==> config.mk <==
export PLATFORM = sky130hd
export DESIGN_NAME = mvpl_search
export DESIGN_NICKNAME = d
export VERILOG_FILES = /design/src/hw/rtl/mac_vendor_prefix_lookup_assert.svh /design/src/hw/rtl/mvpl_pkg.sv /design/src/hw/rtl/mvpl_search.sv
export SDC_FILE = /design/constraint.sdc
export NUM_CORES = 1
export LEC_CHECK = 0
export BUFFER_PORTS_ARGS = -buffer_cell sky130_fd_sc_hd__buf_4
export CORE_ASPECT_RATIO = 0.7
export CORE_MARGIN = 4
export CORE_UTILIZATION = 40
export DETAILED_ROUTE_END_ITERATION = 16
export SLEW_MARGIN = 20
export SYNTH_ARGS = -nofsm -noshare
export SYNTH_HDL_FRONTEND = slang
export SYNTH_SLANG_ARGS = --single-unit
==> constraint.sdc <==
create_clock -name clk_i -period 6.45 [get_ports clk_i]
set_input_delay 0.645 -clock clk_i [delete_from_list [all_inputs] [get_ports clk_i]]
set_output_delay 0.645 -clock clk_i [all_outputs]
set_load 0.005 [all_outputs]
==> src/hw/rtl/mac_vendor_prefix_lookup_assert.svh <==
// Assertion macros for the vendor prefix lookup block.
// Stand-alone header; used by the top level, which supplies clock and reset.
`ifndef MAC_VENDOR_PREFIX_LOOKUP_ASSERT_SVH
`define MAC_VENDOR_PREFIX_LOOKUP_ASSERT_SVH

// The consequent must hold in the same cycle as the antecedent.
`define MVPL_ASSERT_SAME(label, clk, rst_n, ante, cons, msg) \
  label: assert property (@(posedge clk) disable iff (!rst_n) (ante) |-> (cons)) \
    else $error(msg);

// The consequent must hold in the cycle after the antecedent.
`define MVPL_ASSERT_NEXT(label, clk, rst_n, ante, cons, msg) \
  label: assert property (@(posedge clk) disable iff (!rst_n) (ante) |=> (cons)) \
    else $error(msg);

`endif

==> src/hw/rtl/mvpl_pkg.sv <==
// Shared types, codes and helper functions for the vendor prefix lookup block.
// No dependencies; imported by every module of the block.
package mvpl_pkg;

  localparam int unsigned KEY_DEPTH_DEF = 65536;
  // Wide enough to hold the largest supported key memory depth itself.
  localparam int unsigned DEPTH_W       = 21;
  localparam int unsigned BOUND_W       = 17;
  localparam int unsigned PTR_W         = BOUND_W + 1;
  localparam int unsigned NUM_BOUNDS    = 6;
  localparam int unsigned CFG_IDX_W     = 3;
  localparam int unsigned KEY_W         = 36;
  localparam int unsigned MAC_W         = 48;
  localparam int unsigned ENTRY_IDX_W   = 16;
  localparam int unsigned REGION_W      = 3;
  localparam int unsigned LEN_W         = 6;
  localparam int unsigned STATUS_W      = 2;
  localparam int unsigned IN_TDATA_W    = 104;
  localparam int unsigned OUT_TDATA_W   = 32;

  // Command carried in the input tuser.
  localparam logic CMD_WRITE  = 1'b0;
  localparam logic CMD_LOOKUP = 1'b1;

  // Result status codes.
  localparam logic [STATUS_W-1:0] STATUS_NONE  = 2'd0;
  localparam logic [STATUS_W-1:0] STATUS_MCAST = 2'd1;
  localparam logic [STATUS_W-1:0] STATUS_LOCAL = 2'd2;
  localparam logic [STATUS_W-1:0] STATUS_MATCH = 2'd3;

  // Regions in search order; REGION_END marks that all have been tried.
  localparam logic [REGION_W-1:0] REGION_MAC36 = 3'd0;
  localparam logic [REGION_W-1:0] REGION_MAC28 = 3'd1;
  localparam logic [REGION_W-1:0] REGION_IAB   = 3'd2;
  localparam logic [REGION_W-1:0] REGION_MAC24 = 3'd3;
  localparam logic [REGION_W-1:0] REGION_CID   = 3'd4;
  localparam logic [REGION_W-1:0] REGION_END   = 3'd5;

  localparam logic [LEN_W-1:0] LEN_36 = 6'd36;
  localparam logic [LEN_W-1:0] LEN_28 = 6'd28;
  localparam logic [LEN_W-1:0] LEN_24 = 6'd24;

  // Addresses starting 00:50:C2 are the only ones searched in the IAB region.
  localparam logic [23:0] IAB_OUI = 24'h0050C2;

  // Region start registers followed by the end register.
  typedef logic [NUM_BOUNDS-1:0][BOUND_W-1:0] bounds_t;

  typedef struct packed {
    logic [STATUS_W-1:0]    status;
    logic [LEN_W-1:0]       match_length;
    logic [REGION_W-1:0]    region_hit;
    logic [ENTRY_IDX_W-1:0] record_index;
  } result_t;

  // Handshake status from the search engine to the top level.
  typedef struct packed {
    logic idle;
    logic res_valid;
  } eng_status_t;

  // Prefix length reported for a hit in each region.
  function automatic logic [LEN_W-1:0] region_len(input logic [REGION_W-1:0] region);
    logic [LEN_W-1:0] len;
    case (region)
      REGION_MAC36: len = LEN_36;
      REGION_MAC28: len = LEN_28;
      REGION_IAB:   len = LEN_36;
      REGION_MAC24: len = LEN_24;
      REGION_CID:   len = LEN_24;
      default:      len = '0;
    endcase
    return len;
  endfunction

  // Search key for each region: the address prefix, zero-extended to the key width.
  function automatic logic [KEY_W-1:0] region_key(input logic [REGION_W-1:0] region,
                                                  input logic [MAC_W-1:0] mac);
    logic [KEY_W-1:0] key;
    case (region)
      REGION_MAC36: key = mac[47:12];
      REGION_MAC28: key = {8'd0, mac[47:20]};
      REGION_IAB:   key = mac[47:12];
      REGION_MAC24: key = {12'd0, mac[47:24]};
      REGION_CID:   key = {12'd0, mac[47:24]};
      default:      key = '0;
    endcase
    return key;
  endfunction

endpackage

==> src/hw/rtl/mvpl_search.sv <==
// Search engine: walks the five regions in order until the first hit,
// binary-searching each one through the key memory read port. Depends on mvpl_pkg.
module mvpl_search #(
  parameter int unsigned KEY_DEPTH = mvpl_pkg::KEY_DEPTH_DEF,
  parameter int unsigned AW        = $clog2(KEY_DEPTH)
) (
  input  logic                       clk_i,
  input  logic                       rst_ni,
  input  logic                       start_i,
  input  logic [mvpl_pkg::MAC_W-1:0] mac_i,
  input  mvpl_pkg::bounds_t          bounds_i,
  output logic                       rd_en_o,
  output logic [AW-1:0]              rd_addr_o,
  input  logic [mvpl_pkg::KEY_W-1:0] rd_data_i,
  output mvpl_pkg::eng_status_t      status_o,
  output mvpl_pkg::result_t          result_o,
  input  logic                       res_take_i
);
  import mvpl_pkg::*;

  localparam logic [2:0] S_IDLE  = 3'd0;
  localparam logic [2:0] S_SETUP = 3'd1;
  localparam logic [2:0] S_PROBE = 3'd2;
  localparam logic [2:0] S_WAIT  = 3'd3;
  localparam logic [2:0] S_DONE  = 3'd4;

  localparam logic [DEPTH_W-1:0] DEPTH_LIM = DEPTH_W'(KEY_DEPTH);

  logic [2:0]               state_q, state_d;
  logic [REGION_W-1:0]      region_q, region_d;
  logic signed [PTR_W-1:0]  lo_q, lo_d;
  logic signed [PTR_W-1:0]  hi_q, hi_d;
  logic [BOUND_W-1:0]       base_q, base_d;
  logic [BOUND_W-1:0]       mid_q, mid_d;
  logic [MAC_W-1:0]         mac_q, mac_d;
  result_t                  res_q, res_d;

  logic [DEPTH_W-1:0]       begin_w, next_w, end_w, addr_w;
  logic signed [PTR_W-1:0]  span, mid;
  logic [KEY_W-1:0]         key;
  logic                     is_iab;

  // Region bounds: start of this region, end clipped to the memory depth.
  always_comb begin
    begin_w = '0;
    next_w  = '0;
    if (region_q < REGION_END) begin
      begin_w = DEPTH_W'(bounds_i[region_q]);
      next_w  = DEPTH_W'(bounds_i[region_q + 3'd1]);
    end
    end_w = (next_w < DEPTH_LIM) ? next_w : DEPTH_LIM;
  end

  // Probe position and memory address of the current probe.
  assign span   = hi_q - lo_q;
  assign mid    = lo_q + (span >>> 1);
  assign addr_w = DEPTH_W'(base_q) + DEPTH_W'(mid[BOUND_W-1:0]);
  assign key    = region_key(region_q, mac_q);
  assign is_iab = (mac_q[47:24] == IAB_OUI);

  assign rd_en_o   = (state_q == S_PROBE) && (lo_q <= hi_q);
  assign rd_addr_o = addr_w[AW-1:0];

  // Sequencer: setup per region, then read and compare per probe.
  always_comb begin
    state_d  = state_q;
    region_d = region_q;
    lo_d     = lo_q;
    hi_d     = hi_q;
    base_d   = base_q;
    mid_d    = mid_q;
    mac_d    = mac_q;
    res_d    = res_q;
    case (state_q)
      S_IDLE: begin
        if (start_i) begin
          mac_d    = mac_i;
          region_d = REGION_MAC36;
          res_d    = '0;
          if (mac_i[40]) begin
            res_d.status = STATUS_MCAST;
            state_d      = S_DONE;
          end else if (mac_i[41]) begin
            res_d.status = STATUS_LOCAL;
            state_d      = S_DONE;
          end else begin
            state_d = S_SETUP;
          end
        end
      end
      S_SETUP: begin
        if (region_q >= REGION_END) begin
          state_d = S_DONE;
        end else if ((region_q == REGION_IAB) && !is_iab) begin
          region_d = region_q + 3'd1;
        end else if (begin_w >= end_w) begin
          // Empty or reversed region: skip it.
          region_d = region_q + 3'd1;
        end else begin
          base_d  = begin_w[BOUND_W-1:0];
          lo_d    = '0;
          hi_d    = PTR_W'(end_w) - PTR_W'(begin_w) - PTR_W'(1);
          state_d = S_PROBE;
        end
      end
      S_PROBE: begin
        if (lo_q <= hi_q) begin
          mid_d   = mid[BOUND_W-1:0];
          state_d = S_WAIT;
        end else begin
          region_d = region_q + 3'd1;
          state_d  = S_SETUP;
        end
      end
      S_WAIT: begin
        if (rd_data_i == key) begin
          res_d.status       = STATUS_MATCH;
          res_d.match_length = region_len(region_q);
          res_d.region_hit   = region_q;
          res_d.record_index = mid_q[ENTRY_IDX_W-1:0];
          state_d            = S_DONE;
        end else begin
          if (rd_data_i < key) begin
            lo_d = signed'({1'b0, mid_q}) + PTR_W'(1);
          end else begin
            hi_d = signed'({1'b0, mid_q}) - PTR_W'(1);
          end
          state_d = S_PROBE;
        end
      end
      S_DONE: begin
        if (res_take_i) begin
          state_d = S_IDLE;
        end
      end
      default: begin
        state_d = S_IDLE;
      end
    endcase
  end

  // Control state is reset; the rest is payload.
  always_ff @(posedge clk_i or negedge rst_ni) begin
    if (!rst_ni) begin
      state_q  <= S_IDLE;
      region_q <= '0;
      lo_q     <= '0;
      hi_q     <= '0;
    end else begin
      state_q  <= state_d;
      region_q <= region_d;
      lo_q     <= lo_d;
      hi_q     <= hi_d;
    end
  end

  always_ff @(posedge clk_i) begin
    base_q <= base_d;
    mid_q  <= mid_d;
    mac_q  <= mac_d;
    res_q  <= res_d;
  end

  assign status_o.idle      = (state_q == S_IDLE);
  assign status_o.res_valid = (state_q == S_DONE);
  assign result_o           = res_q;

endmodule

==> flow_results.org <==
** Placed design
- Buffers placed on the I/O ports in this run total 221.
- Cells after DPL :: 1868
- Summed over all nets, the half-perimeter wirelength after detailed placement is 29800 um.
- Final weighted congestion in routability-driven placement :: 0.903

** Drt
- Dividing the detail-routed wire length by the instance count gives 19.5 um.
- The routed layout has 10488 vias.
- Violation count after the first detailed-route iteration :: 923
- Final ANT Viol Nets :: 0
- Total length of routed wires :: 37000 um
- For this run, the detailed router's first-pass iteration total came to 8.
- Vias per cell :: 5.52
- For this run, design rule violations remaining after detail routing come to 0.

** Synthesis
- The synthesized design contains 135 register bits.
- Cell count after synthesis :: 1283
- Post-Syn Area :: 0.0121 mm^2
- Most used flip-flop cell after synthesis :: sky130_fd_sc_hd__edfxtp_1
- Averaged over all synthesized cells, the footprint is 9.45 um^2.
- Of all flip-flops after synthesis, the portion carrying an async set or reset was 0.311.
- In this run, synthesis inferred 93 flip-flops with an integrated enable.
- For this run, the register share of the synthesized area comes to 0.317.
- Number of synthesis warnings :: 0
- After synthesis, the netlist uses 80 different library cells.

** Global routing
- Overall overflow remaining after global route :: 0
- Wire length of the first global-routing pass :: 57700 um
- Overall global routing resource usage :: 0.219
- The via count of the first global-routing pass was 10247.
- Entering global routing, the biggest net connects 71 pins.
- The number of antenna violations at the first check in global routing came to 0.

** Flow run
- The tool flagged a number of max-cap violations equal to 0.

** Clock tree
- In this run the clock root is driven by a sky130_fd_sc_hd__clkbuf_16.
- Count of hold-fix buffers inserted at cts :: 0
- Number of buffers on the longest clock path :: 2
- Clock-pin slew of the registers on the worst-case setup and hold paths :: 0.07 ns
- In this run the number of H-tree levels came out at 4.
- The clock reaches the later pin of the worst-skew pair after 0.43 ns.
- TritonCTS clock tree :: built
- Buffers inserted during clock tree synthesis total 17.
- Number of sinks handled by clock tree synthesis :: 135

** Worst setup path
- Setup Crit Path Kind :: reg2out
- Kind of start point of the critical path :: flop
- Data arrival, critical path :: 5.39 ns
- In this design, the stage delay of the slowest critical-path cell is 0.40 ns.
- Data on the critical path is required at its endpoint by 5.80 ns.
- Of all nets on the critical path, the largest fanout is 5.
- Startpoint of the worst setup timing path :: hi_q[0]$_DFFE_PN0P_
- On the critical path, the stage with the largest delay is an instance of sky130_fd_sc_hd__fa_1.
- Beginning of the worst register-to-register path :: region_q[1]$_DFFE_PN0P_
- Crit. End Element :: primary output

** Finish
- In the layout the commonest cells are sky130_fd_sc_hd__buf_4 (235), sky130_fd_sc_hd__ha_1 (127), sky130_fd_sc_hd__nand2_1 (113).
- Filler-free cell count of the finished design :: 1900
- For this run, the post-layout net count is 1796.
- Share of cells above drive strength 1 :: 0.232
- Most common cell after layout, fill and taps aside :: sky130_fd_sc_hd__buf_4
- Relative to the synthesized area, the layout overhead comes to 22.3%.
- Antenna cells :: 0

** STA
- On the final layout, the worst clock skew is 0.00933 ns.
- Dividing the final minimum period by the clock period gives 0.935.
- Setup total negative slack on the finished layout was measured at 0 ns.
- Final-report max-slew violation count :: 0
- For the pin with the worst max-slew slack, the measured transition is 0.933 ns.
- The clock period could shrink to 6.03 ns.
- Setup repair after global routing left no endpoint under its margin.
- Highest clock rate :: 166 MHz
- Setup violations, final :: 0
- In this run the tightest slew margin relative to its limit is 0.378.
- Final count of hold timing violations :: 0

** Floorplan
- Effective utilization at floorplan :: 0.404
- Site row count :: 53
- Pin placement for this block handled 236 I/O pins.
- The floorplan step set the die height to 154 um.
- The die is 216 um wide.
- Core footprint :: 0.0300 mm^2
- The die covers 0.0332 mm^2.

** Power
- Max IR drop VDD :: 634 uV
- Power per unit of standard cell area :: 693 mW/mm^2
- Leakage power :: 6.48 nW

** Outcome
- Result of the run :: finished, final reports clean

** Min path
- The worst hold path belongs to the class in2async.
==> cell families (layout without fill, tap and decap cells) <==
family,count (synthesis),count (layout),synth area share
fa+ha+maj,131,131,0.138
mux,107,107,0.108
simple gates,367,367,0.149
compound gates,305,305,0.176
other cells,1,2,0.000309
buf+inv,151,355,0.0506
xor+xnor,86,86,0.0621
flops,135,135,0.317
==> cells in the mapped netlist (5+ instances only) <==
master                      instances  area, um^2
sky130_fd_sc_hd__nand2_1          113         424
sky130_fd_sc_hd__edfxtp_1          93        2790
sky130_fd_sc_hd__inv_1             86         323
sky130_fd_sc_hd__mux2i_1           74         741
sky130_fd_sc_hd__nor2_1            86         323
sky130_fd_sc_hd__nand4_1           17         106
sky130_fd_sc_hd__a2111oi_0          5        43.8
sky130_fd_sc_hd__a21o_1            41         308
sky130_fd_sc_hd__mux2_1             7        78.8
sky130_fd_sc_hd__dfrtp_1           42        1050
sky130_fd_sc_hd__and3_1            11        68.8
sky130_fd_sc_hd__a31oi_1            5        31.3
sky130_fd_sc_hd__o22a_1            18         158
sky130_fd_sc_hd__o31ai_1           20         150
sky130_fd_sc_hd__o21bai_1          10        75.1
sky130_fd_sc_hd__mux2_2             9         101
sky130_fd_sc_hd__a222oi_1          22         220
sky130_fd_sc_hd__o21a_1             9        67.6
sky130_fd_sc_hd__nor4_1             6        37.5
sky130_fd_sc_hd__ha_1             127        1590
sky130_fd_sc_hd__clkbuf_1          47         176
sky130_fd_sc_hd__nor2b_1           12        75.1
sky130_fd_sc_hd__or2_2             23         144
sky130_fd_sc_hd__nor3_1            19        95.1
sky130_fd_sc_hd__mux4_2            17         383
sky130_fd_sc_hd__a22oi_1            7        52.6
sky130_fd_sc_hd__xnor2_1           51         447
sky130_fd_sc_hd__nand2b_1           9        56.3
sky130_fd_sc_hd__a21oi_1           79         395
sky130_fd_sc_hd__buf_4              5        37.5
sky130_fd_sc_hd__a211oi_1           7        52.6
sky130_fd_sc_hd__o21ai_0           39         195
sky130_fd_sc_hd__xor2_1            35         307
sky130_fd_sc_hd__nand3_1           29         145
sky130_fd_sc_hd__and2_1            19         119
==> area by class of cell <==
type	count	area, um^2
clock buffer	17	425
inverter	88	330
multi-input combinational	998	7730
fill	2834	15100
clock inverter	15	218
timing repair buffer	235	1760
tap	412	515
sequential	135	3840
==> worst paths after layout <==
| check | to | slack, ns | depth (start not counted) |
|---|---|---|---|
| worst max-delay path | rd_addr_o[14] | 0.42 | 25 |
| min in group clk_i | mac_q[29]$_DFFE_PP_ | 0.38 | 1 |
| max in group asynchronous | region_q[0]$_DFFE_PN0P_ | 5.79 | 1 |
| worst max register to register | base_q[15]$_DFFE_PP_ | 1.10 | 18 |
| worst min register to register | hi_q[13]$_DFFE_PN0P_ | 0.53 | 1 |
| worst min-delay path | hi_q[3]$_DFFE_PN0P_ | 0.22 | 1 |
==> worst max-delay path, delay by kind of cell, from the launching register on <==
kind | cells | cell delay (ns)
AOI/OAI and AO/OA | 11 | 2.05
adders and majority gates | 4 | 1.24
xor gates and xnor gates | 3 | 0.57
and+or+nand+nor | 4 | 0.44
DFF | 1 | 0.37
buffers and inverters | 3 | 0.31
==> per-layer routing <==
metal,track usage,vias to the layer above,wire length [um]
met3,0.0375,23,2630
met1,0.341,4998,18300
met4,0.0405,0,398
met5,0,-,0
met2,0.320,368,15700
li1,-,5099,-
==> power breakdown <==
part / total, mW / leakage, nW / switching, mW / internal [mW]
Clock: 1.08 / 0.311 / 0.426 / 0.657
Combinational: 7.59 / 4.75 / 4.17 / 3.42
Sequential: 1.60 / 1.41 / 0.274 / 1.33
Total: 10.3 / 6.48 / 4.87 / 5.40
==> metrics by stage <==
stage          hold WS (ns)   util  area [um^2]  power [mW]  worst slack [ns]
2_1_floorplan         0.349      -        12100        6.44              1.24
3_3_place_gp          0.511  0.472        14200        8.95             0.697
3_5_place_dp          0.519  0.472        14200        9.05             0.651
4_1_cts               0.230  0.494        14800        10.2            0.0877
5_1_grt               0.244  0.495        14800        11.1            0.0825
6_report              0.218  0.495        14800        10.3             0.417
==> sequential cells by signal (all words and copies together) (netlist names) <==
name      count
lo_q         18
base_q       16
result_o     24
mac_q        36
region_q      3
hi_q         18
mid_q        17
state_q       3
==> repair_timing <==
action,in CTS,in global routing
setup buffers,0,0
resized for setup,0,8
endpoints found under the setup margin,0,3
Power figures use the tool's default switching activity.
